## src/design/hsl_pkg.sv

```systemverilog
// Package for the HSL to RGB pixel converter: pixel item types, fixed-point
// constants, the hue weight function and the channel scaling function.
// Depends on nothing.
package hsl_pkg;

    // Fixed-point format of the inputs.
    localparam int FRACTION_BITS = 12;
    localparam int IN_W          = FRACTION_BITS + 1;
    localparam int ONE           = 1 << FRACTION_BITS;
    localparam int SIXTH         = 1 << (FRACTION_BITS - 2);
    localparam int TURN          = 6 * SIXTH;
    localparam int HALF          = ONE / 2;
    localparam int WEIGHT_W      = FRACTION_BITS - 1;

    // Internal widths of the datapath.
    localparam int MUL_IN_W = IN_W + 2;
    localparam int PQ_W     = 2 * MUL_IN_W;
    localparam int NUM_W    = PQ_W + WEIGHT_W + 1;
    localparam int SCALED_W = NUM_W + 8;
    localparam int DEN_SHIFT = 2 * FRACTION_BITS + (FRACTION_BITS - 2);

    // Input item: one HSL pixel.
    typedef struct packed {
        logic [IN_W-1:0] hue;
        logic [IN_W-1:0] saturation;
        logic [IN_W-1:0] lightness;
    } hsl_t;

    // Result item: one RGB pixel.
    typedef struct packed {
        logic [7:0] red;
        logic [7:0] green;
        logic [7:0] blue;
    } rgb_t;

    // Weight of (q - p) in units of 1/SIXTH for a wrapped hue position t.
    function automatic logic [WEIGHT_W:0] hue_weight(input logic [IN_W-1:0] t);
        logic [IN_W-1:0] down;
        down = IN_W'(4 * SIXTH) - t;
        if (t < IN_W'(SIXTH))
            return (WEIGHT_W + 1)'(t);
        else if (t < IN_W'(3 * SIXTH))
            return (WEIGHT_W + 1)'(SIXTH);
        else if (t < IN_W'(4 * SIXTH))
            return (WEIGHT_W + 1)'(down);
        else
            return '0;
    endfunction

    // Scale a numerator over ONE*ONE*SIXTH by 255, truncate and saturate.
    function automatic logic [7:0] scale_channel(input logic signed [NUM_W-1:0] num);
        logic signed [SCALED_W-1:0] wide;
        logic signed [SCALED_W-1:0] scaled;
        logic [SCALED_W-DEN_SHIFT-1:0] whole;
        wide   = SCALED_W'(num);
        scaled = (wide <<< 8) - wide;
        whole  = scaled[SCALED_W-1:DEN_SHIFT];
        if (num <= 0)
            return 8'd0;
        else if (whole > (SCALED_W - DEN_SHIFT)'(255))
            return 8'd255;
        else
            return whole[7:0];
    endfunction

endpackage

```

## src/design/hsl_to_rgb_pixel_converter.sv

```systemverilog
// Top level of the HSL to RGB pixel converter: a six-stage pipeline that turns
// one HSL pixel into one 8-bit RGB pixel. Depends on hsl_pkg.
//
// Usage:
//   Input channel: drive an HSL pixel on hsl and raise start for one cycle; the
//   item is taken at that clock edge when busy is low. busy is always low, so
//   a new item may enter on every clock cycle.
//   Result channel: each item yields one RGB pixel on rgb, shown for exactly
//   one cycle with done high. The receiver cannot stall the block and must
//   take the item in that cycle.
//   Pipeline: an item is registered in turn as operands, q product, p and slope,
//   channel products, numerators and the output register that drives rgb.
//   Throughput: one item per clock cycle through the single pipeline, which has
//   no stall; its multipliers are the q/p product, then one per channel.
//   Reset: rst_n low clears the valid bits of every stage, so items in flight
//   are dropped and done stays low until new items pass through. The data
//   registers of the stages have no reset.
//   Hue is taken modulo one turn (6144); saturation and lightness above 1.0
//   are used as given and the channel result is saturated to 0..255.
module hsl_to_rgb_pixel_converter
    import hsl_pkg::*;
(
    input  logic clk,
    input  logic rst_n,
    input  logic start,
    output logic busy,
    input  hsl_t hsl,
    output logic done,
    output rgb_t rgb
);

    // Valid bits that travel with the stages.
    logic [5:0] valid_reg;
    logic [5:0] valid_next;

    // Stage 1: hue wrap and multiplier operands.
    logic [IN_W-1:0]            h1_reg, h1_next;
    logic [IN_W-1:0]            l1_reg;
    logic                       low1_reg, low1_next;
    logic signed [MUL_IN_W-1:0] ma1_reg, ma1_next;
    logic signed [MUL_IN_W-1:0] mb1_reg, mb1_next;

    // Stage 2: q/p product and channel weights.
    logic signed [PQ_W-1:0]   prod2_reg, prod2_next;
    logic [IN_W-1:0]          l2_reg;
    logic                     low2_reg;
    logic [WEIGHT_W:0]        w2_reg [3];
    logic [WEIGHT_W:0]        w2_next [3];
    logic [IN_W-1:0]          t_red;
    logic [IN_W-1:0]          t_blue;

    // Stage 3: p and (q - p).
    logic signed [PQ_W-1:0] p3_reg, p3_next;
    logic signed [PQ_W-1:0] d3_reg, d3_next;
    logic signed [PQ_W-1:0] q_val;
    logic [WEIGHT_W:0]      w3_reg [3];

    // Stage 4: per-channel products.
    logic signed [PQ_W-1:0]  p4_reg;
    logic signed [NUM_W-1:0] prod4_reg [3];
    logic signed [NUM_W-1:0] prod4_next [3];

    // Stage 5: per-channel numerators.
    logic signed [NUM_W-1:0] num5_reg [3];
    logic signed [NUM_W-1:0] num5_next [3];

    // Stage 6: output register.
    rgb_t rgb_reg, rgb_next;

    assign busy = 1'b0;
    assign done = valid_reg[5];
    assign rgb  = rgb_reg;

    // Valid bits shift with every clock.
    assign valid_next = {valid_reg[4:0], start & ~busy};

    always_ff @(posedge clk or negedge rst_n)
    begin
        if (!rst_n)
        begin
            valid_reg <= '0;
        end
        else
        begin
            valid_reg <= valid_next;
        end
    end

    // Stage 1: wrap hue into one turn and choose the operands for q.
    always_comb
    begin
        h1_next   = (hsl.hue >= IN_W'(TURN)) ? hsl.hue - IN_W'(TURN) : hsl.hue;
        low1_next = (hsl.lightness < IN_W'(HALF));
        if (low1_next)
        begin
            ma1_next = $signed({2'b00, hsl.lightness});
            mb1_next = $signed(MUL_IN_W'(ONE)) + $signed({2'b00, hsl.saturation});
        end
        else
        begin
            ma1_next = $signed(MUL_IN_W'(ONE)) - $signed({2'b00, hsl.lightness});
            mb1_next = $signed(MUL_IN_W'(ONE)) - $signed({2'b00, hsl.saturation});
        end
    end

    always_ff @(posedge clk)
    begin
        h1_reg   <= h1_next;
        l1_reg   <= hsl.lightness;
        low1_reg <= low1_next;
        ma1_reg  <= ma1_next;
        mb1_reg  <= mb1_next;
    end

    // Stage 2: the q product and the hue weight of each channel.
    always_comb
    begin
        prod2_next = PQ_W'(ma1_reg) * PQ_W'(mb1_reg);
        t_red      = h1_reg + IN_W'(2 * SIXTH);
        if (t_red >= IN_W'(TURN))
            t_red = t_red - IN_W'(TURN);
        if (h1_reg < IN_W'(2 * SIXTH))
            t_blue = h1_reg + IN_W'(4 * SIXTH);
        else
            t_blue = h1_reg - IN_W'(2 * SIXTH);
        w2_next[0] = hue_weight(t_red);
        w2_next[1] = hue_weight(h1_reg);
        w2_next[2] = hue_weight(t_blue);
    end

    always_ff @(posedge clk)
    begin
        prod2_reg <= prod2_next;
        l2_reg    <= l1_reg;
        low2_reg  <= low1_reg;
        for (int i = 0; i < 3; i++)
        begin
            w2_reg[i] <= w2_next[i];
        end
    end

    // Stage 3: q, p = 2L - q and the slope q - p, all over ONE*ONE.
    always_comb
    begin
        if (low2_reg)
            q_val = prod2_reg;
        else
            q_val = $signed(PQ_W'(ONE * ONE)) - prod2_reg;
        p3_next = $signed(PQ_W'({l2_reg, (FRACTION_BITS + 1)'(0)})) - q_val;
        d3_next = q_val - p3_next;
    end

    always_ff @(posedge clk)
    begin
        p3_reg <= p3_next;
        d3_reg <= d3_next;
        for (int i = 0; i < 3; i++)
        begin
            w3_reg[i] <= w2_reg[i];
        end
    end

    // Stage 4: slope times weight for each channel.
    always_comb
    begin
        for (int i = 0; i < 3; i++)
        begin
            prod4_next[i] = NUM_W'(d3_reg) * NUM_W'($signed({1'b0, w3_reg[i]}));
        end
    end

    always_ff @(posedge clk)
    begin
        p4_reg <= p3_reg;
        for (int i = 0; i < 3; i++)
        begin
            prod4_reg[i] <= prod4_next[i];
        end
    end

    // Stage 5: numerator p*SIXTH + slope*weight over ONE*ONE*SIXTH.
    always_comb
    begin
        for (int i = 0; i < 3; i++)
        begin
            num5_next[i] = (NUM_W'(p4_reg) <<< (FRACTION_BITS - 2)) + prod4_reg[i];
        end
    end

    always_ff @(posedge clk)
    begin
        for (int i = 0; i < 3; i++)
        begin
            num5_reg[i] <= num5_next[i];
        end
    end

    // Stage 6: scale by 255, truncate and saturate into the output register.
    always_comb
    begin
        rgb_next.red   = scale_channel(num5_reg[0]);
        rgb_next.green = scale_channel(num5_reg[1]);
        rgb_next.blue  = scale_channel(num5_reg[2]);
    end

    always_ff @(posedge clk)
    begin
        rgb_reg <= rgb_next;
    end

`ifndef NO_ASSERTIONS
    // An accepted item always comes out as a result with done high.
    assert property (@(posedge clk) disable iff (!rst_n)
        (start && !busy) |-> ##6 done)
        else $error("accepted item did not produce a result");

    // No result appears without a matching accepted item.
    assert property (@(posedge clk) disable iff (!rst_n)
        done |-> $past(start, 6))
        else $error("result without a matching item");

    // Zero saturation gives a gray pixel.
    assert property (@(posedge clk) disable iff (!rst_n)
        (done && $past(hsl.saturation, 6) == '0) |->
            (rgb.red == rgb.green && rgb.green == rgb.blue))
        else $error("zero saturation did not give gray");

    // Zero lightness gives black.
    assert property (@(posedge clk) disable iff (!rst_n)
        (done && $past(hsl.lightness, 6) == '0) |-> (rgb == '0))
        else $error("zero lightness did not give black");
`endif

endmodule
```

## config.mk

```make
export PLATFORM = sky130hd
export DESIGN_NAME = hsl_to_rgb_pixel_converter
export DESIGN_NICKNAME = d
export VERILOG_FILES = /design/src/design/hsl_pkg.sv /design/src/design/hsl_to_rgb_pixel_converter.sv
export SDC_FILE = /design/constraint.sdc
export NUM_CORES = 2
export LEC_CHECK = 0
export ABC_AREA = 1
export BUFFER_PORTS_ARGS = -buffer_cell sky130_fd_sc_hd__buf_4
export CAP_MARGIN = 20
export CORE_AREA = 4 4 434 436
export DETAILED_ROUTE_END_ITERATION = 10
export DIE_AREA = 0 0 438 440
export PLACE_DENSITY = 0.55
export SLEW_MARGIN = 0
export SYNTH_ARGS = -nofsm -noshare
export SYNTH_HDL_FRONTEND = slang
export SYNTH_SLANG_ARGS = --single-unit
export TNS_END_PERCENT = 20
```

## constraint.sdc

```tcl
create_clock -name clk -period 9.9 [get_ports clk]
set_input_delay 1.98 -clock clk [delete_from_list [all_inputs] [get_ports clk]]
set_output_delay 1.98 -clock clk [all_outputs]
set_load 0.02 [all_outputs]
```

# --- After elaboration in Yosys (flattened, before gate mapping) ---
# Memories as Yosys holds them, arrays and structs flattened.
# Cells that the tools add are included.
op_classes:
  n_reduce_logical: 0
  bitwise: 0
  add_sub_neg: 20
  muxes: 18
  div_mod_pow: 0
  n_mul: 4
  n_eq_ne: 0
  n_shift: 0
  magnitude_cmp: 19
ops:
  columns: ["op", "n"]
  rows:
  - ["subtractor 50 x 42 -> 50 bit", 3]
  - ["adder 40 x 42 -> 42 bit", 3]
  - ["<= comparator 42 x 1 -> 1 bit (second input constant)", 3]
  - ["multiplier 30 x 13 -> 42 bit", 3]
  - ["2-to-1 mux 12 bit", 9]
  - ["< comparator 13 x 12 -> 1 bit (second input constant)", 5]
  - ["2-to-1 mux 13 bit", 4]
  - ["> comparator 16 x 8 -> 1 bit (second input constant)", 3]
  - ["< comparator 13 x 11 -> 1 bit (second input constant)", 3]
  - ["< comparator 13 bit (second input constant)", 3]
  - ["subtractor 1 x 12 -> 12 bit (first input constant)", 3]
  - ["2-to-1 mux 30 bit", 1]
  - ["subtractor 26 x 30 -> 30 bit (first input constant)", 1]
  - ["subtractor 27 x 30 -> 30 bit", 1]
  - ["subtractor 30 bit", 1]
  - ["multiplier 14 x 15 -> 29 bit", 1]
  - ["subtractor 13 x 13 -> 14 bit (first input constant)", 2]
  - [">= comparator 13 bit (second input constant)", 2]
  - ["subtractor 13 bit (second input constant)", 2]
  - ["2-to-1 mux 8 bit", 3]
  - ["2-to-1 mux 15 bit", 1]
  - ["adder 13 x 13 -> 14 bit (first input constant)", 1]
  - ["adder 13 x 12 -> 13 bit (second input constant)", 1]
  - ["adder 13 bit (second input constant)", 1]
  - ["subtractor 13 x 12 -> 13 bit (second input constant)", 1]
totals:
  n_memories: 4
  elab_cells: 81
  latchBits: 0
  out_inout_bits: 26
  mem_bits_ro: 0
  ff_bits: 220
  mem_bits_rw: 324
memory_table:
  columns: ["name", "depth", "width", "read_ports", "rd_ports_with_merged_regs", "wr", "line_no", "text"]
  rows:
  - ["num5_reg", 3, 42, 3, 0, 3, "hsl_to_rgb_pixel_converter.sv:64", "logic signed [NUM_W-1:0] num5_reg [3];"]
  - ["prod4_reg", 3, 42, 3, 0, 3, "hsl_to_rgb_pixel_converter.sv:60", "logic signed [NUM_W-1:0] prod4_reg [3];"]
  - ["w2_reg", 3, 12, 3, 0, 3, "hsl_to_rgb_pixel_converter.sv:47", "logic [WEIGHT_W:0] w2_reg [3];"]
  - ["w3_reg", 3, 12, 3, 0, 3, "hsl_to_rgb_pixel_converter.sv:56", "logic [WEIGHT_W:0] w3_reg [3];"]

# --- Depth between registers and ports, before layout ---
logic_depth:
  ltp_word: 7
  depth_mapped: 35

# --- Least setup slack after synthesis ---
# Ideal clock, no wire load.
synth_path:
  path_kind: "register -> register"
  from: "reg ma1_reg[2]"
  to: "reg prod2_reg[26]"
  slack_ps: 4379
  path_buffers: 1
  stages_incl_launch_ff: 24
  arrival_time_ps: 5409
  period_less_slack_ps: 5521
  setup_ps: 112
  path_cell_list: "dfxtp_1 -> clkbuf_1 -> nand2_1 -> inv_1 -> fa_1 -> inv_1 -> fa_1 -> inv_1 -> fa_1 -> inv_1 -> fa_1 -> inv_1 -> fa_1 -> fa_1 -> ha_1 -> nand2_1 -> o21ai_0 -> a21boi_1 -> o21ai_0 -> a21oi_1 -> o31ai_1 -> nand2_1 -> nand3_1 -> nand2_1"
synth_between:
  elab_chain_cells: 1
synth_lines:
  columns: ["item", "line_no", "text"]
  rows:
  - ["start: declaration", "hsl_to_rgb_pixel_converter.sv:40", "logic signed [MUL_IN_W-1:0] ma1_reg, ma1_next;"]
  - ["start signal: assignment", "hsl_to_rgb_pixel_converter.sv:111", "ma1_reg <= ma1_next;"]
  - ["multiplier 14 x 15 -> 29 bit", "hsl_to_rgb_pixel_converter.sv:118", "prod2_next = PQ_W'(ma1_reg) * PQ_W'(mb1_reg);"]
  - ["via prod2_next[26]", "hsl_to_rgb_pixel_converter.sv:44", "logic signed [PQ_W-1:0] prod2_reg, prod2_next;"]
  - ["end signal: assignment", "hsl_to_rgb_pixel_converter.sv:133", "prod2_reg <= prod2_next;"]
  - ["end: declaration", "hsl_to_rgb_pixel_converter.sv:44", null]
# The timed path passes the listed nets, and every way through them passes these cells.
# A chain may end at the register's enable or synchronous reset.

==> reports/summary.txt <==
Slew Limit Fails - 0
Register area share after synthesis - 14.7%
Worst Path Max Fanout - 36
Yosys top cell area share - 31.2%
Syn_area_per_cell - 7.67 sq um
XOR/XNOR Fraction of Synth Area - 4.48%
Core area - 0.185 sq mm
WP data required - 10,510 ps
Clock Sinks - 535
Vias in the first global route - 61.3k
Root buffer cell - clkbuf_16
Fillers - 19.0k
Clock buffer depth - 3
Final design area excluding fillers - 0.0789 sq mm
Clock network latency to the later pin of the worst-skew pair - 710 ps
I/O pin cnt - 68
Actual slew at the worst max-slew pin - 1050 ps
First-pass GRT wire length - 346,000 um
Critical path's slowest cell - fa_1
Largest family of logic cells by synthesized area - adder cells
NumNets Final - 11.3k
Crit Path Category - reg -> reg
Tmin final - 6340 ps
Hold buffers post-CTS - 0
Reg2Reg Launch Point - d3_reg[21]
Setup ws final - 3560 ps
Mapped Cells - 9,559
Share of cells above drive strength 1 - 3.51%
Number of synthesized flops with an enable pin - 0
First DRT Iteration DRCs - 3,855
Worst-path clk slew - 70 ps
Worst path bufs/invs - 4
Worst Path Arrival - 6950 ps
Mux contribution to synthesized area - 0%
Full die area - 0.193 sq mm
Startpoint Class - flip-flop
Width of the die - 438 um
Largest net degree at the start of global routing - 37
Compound-Gate Fraction of Synth Area - 8.18%
Kind of cell adding the most delay to the critical path - adder cells
R2R Setup Slk - 3560 ps
Critical path endpoint category - flip-flop
Clock skew - 49.3 ps
Synth top area cells - fa_1, dfxtp_1, inv_1
Die Ht - 440 um
Ys async rst share - 1.12%
RSZ-0062 raised after global routing - false
Post-DRT Antenna Nets - 0
Final setup fails - 0
Post-Route WL - 217,000 um
Worst Setup SP - d3_reg[21]
Outcome - finished, final reports clean
Max_slew headroom - 29.8%
Hpwl dp - 180,000 um
Synth area leader - fa_1
H-tree Lvls - 3
Synth Area in Adders - 41.4%
DP Worst Slack - 3650 ps
Max Fclk - 158 MHz
Tcrit/Tclk final - 64.1%
DR WL/cell - 18.0 um
Worst-path cell chain - buf_4 -> nand2_1 -> fa_1 -> inv_1 -> fa_1 -> fa_1 -> fa_1 -> inv_1 -> fa_1 -> inv_1 -> ha_1 -> nand2_1 -> nor2_1 -> nand2_1 -> nor2_1 -> a21oi_1 -> o21ai_0 -> nand2_1 -> o21ai_0 -> nand2_1 -> nand2_1 -> xor2_1
DR DRC count - 0
Synth-to-layout area growth - 7.71%
Most frequent CP cell - nand2_1
Postcts setup bufs - 0
Reg2reg end - prod4_reg[0][122]
Maxcap violations - 0
Crit path capture - prod4_reg[0][122]
Vias - 59.3k
CTS buffer count - 68
I/O Buffers - 66
Crit-path max cell delay - 560 ps
TritonCTS clock tree - done
Hold Fails Final Rpt - 0
RePlAce Congestion - 0.935
Final setup TNS - 0 ps
Ys flop type - dfxtp_1
Dpl cell area - 0.0766 sq mm
Yosys warnings - 0
GRT Overall Usage - 22.8%
Worst R2R Path Depth - 22
Post-synthesis simple-gate area fraction - 17.3%
Hold Crit Class - reg -> reg
DRT Pass-1 Iters - 6
Site Rows - 158
Via density - 4.92
Starting density of the core - 39.7%
Synthesized area - 0.0733 sq mm
Netlist cell types - 68
# resized after CTS - 0
Initial antenna violation count - 8
Synthesis-stage register bit count - 535
CP Depth - 22
Congestion Overflow GR - 0
## logic make-up after synthesis
group | count (synthesis)
AOI/OAI and AO/OA | 1058
and+or+nand+nor | 3126
buffers and inverters | 2725
xor gates and xnor gates | 372
adders and majority gates | 1741
other | 2
DFF | 535
## how the worst min path moves through the flow
stage / start / endpoint / depth (start not counted)
floorplan: l1_reg[10] / l2_reg[10] / 0
global placement: w2_reg[0][10] / w3_reg[0][10] / 0
detailed placement: prod4_reg[0][43] / num5_reg[0][43] / 0
CTS: w2_reg[0][33] / w3_reg[0][33] / 0
global route: l1_reg[5] / l2_reg[5] / 0
finish: w2_reg[0][32] / w3_reg[0][32] / 0
## through the flow
step           hold WS (ps)  utilization, %  std cells
2_1_floorplan           310               -       9579
3_3_place_gp            310            41.4      11900
3_5_place_dp            312            41.5      11900
4_1_cts                 320            42.7      12100
5_1_grt                 321            42.7      12100
6_report                315            42.8      12100
## final cells by class
cell class	count	area [sq um]	area share (%)
diodes	1	2.50	0.00317
clock buffers	81	1820	2.31
clock inverters	42	538	0.682
inverters	2461	9240	11.7
multi-input cells	6319	52400	66.3
flip-flops and latches	535	10700	13.6
well taps	2480	3100	3.93
repair buffers	133	1120	1.42
## cells in the final DEF, fill, tap and decap left out, types with 22 or more instances in the layout
cell type,netlist,layout
o22ai_1,27,27
xnor2_1,127,127
nand2_1,2149,2149
nand4_1,78,78
clkbuf_16,0,70
o21a_1,40,40
buf_4,2,127
nor3_1,74,74
dfxtp_1,529,528
a31oi_1,68,68
a21o_1,25,25
a21oi_1,477,477
nor2_1,524,524
nand2_2,22,22
nand3_1,182,182
fa_1,1143,1143
nor4_1,40,40
o21bai_1,27,27
xor2_1,242,242
a21boi_0,23,23
conb_1,2,22
ha_1,598,598
o21ai_0,267,267
inv_1,2450,2450
## worst register-to-register path, stage by stage, from the launching register on
cell     delay [ps]
dfxtp_1         330
buf_4           510
nand2_1         200
fa_1            560
inv_1            50
fa_1            450
fa_1            490
fa_1            540
inv_1            50
fa_1            470
inv_1            40
ha_1            350
nand2_1         130
nor2_1          250
nand2_1          80
nor2_1          340
a21oi_1         190
o21ai_0         300
nand2_1         130
o21ai_0         400
nand2_1         100
nand2_1          90
xor2_1          210
## layer usage
metal | vias to the layer above | global-route usage [%] | routed length (um)
met5 | - | 0 | 13
met4 | 2 | 6.13 | 5540
met3 | 248 | 2.70 | 11700
met2 | 1473 | 37.2 | 99200
met1 | 29100 | 32.0 | 101000
li1 | 28500 | - | -
## synth_stat cells, drive strengths merged, types with 9 or more instances
cell,instances
a21boi,26
a21o,25
a21oi,477
a221oi,15
a31oi,68
buf,29
clkbuf,235
dfxtp,529
fa,1143
ha,598
inv,2460
nand2,2175
nand3,186
nand4,79
nor2,535
nor3,76
nor4,40
o211ai,9
o21a,40
o21ai,299
o21bai,28
o221ai,12
o22ai,27
o31ai,11
or2,11
xnor2,129
xor2,243
Power is left out: the tool's default activity adds up to more than one toggle a clock period on the data nets, which glitch-free logic cannot reach.
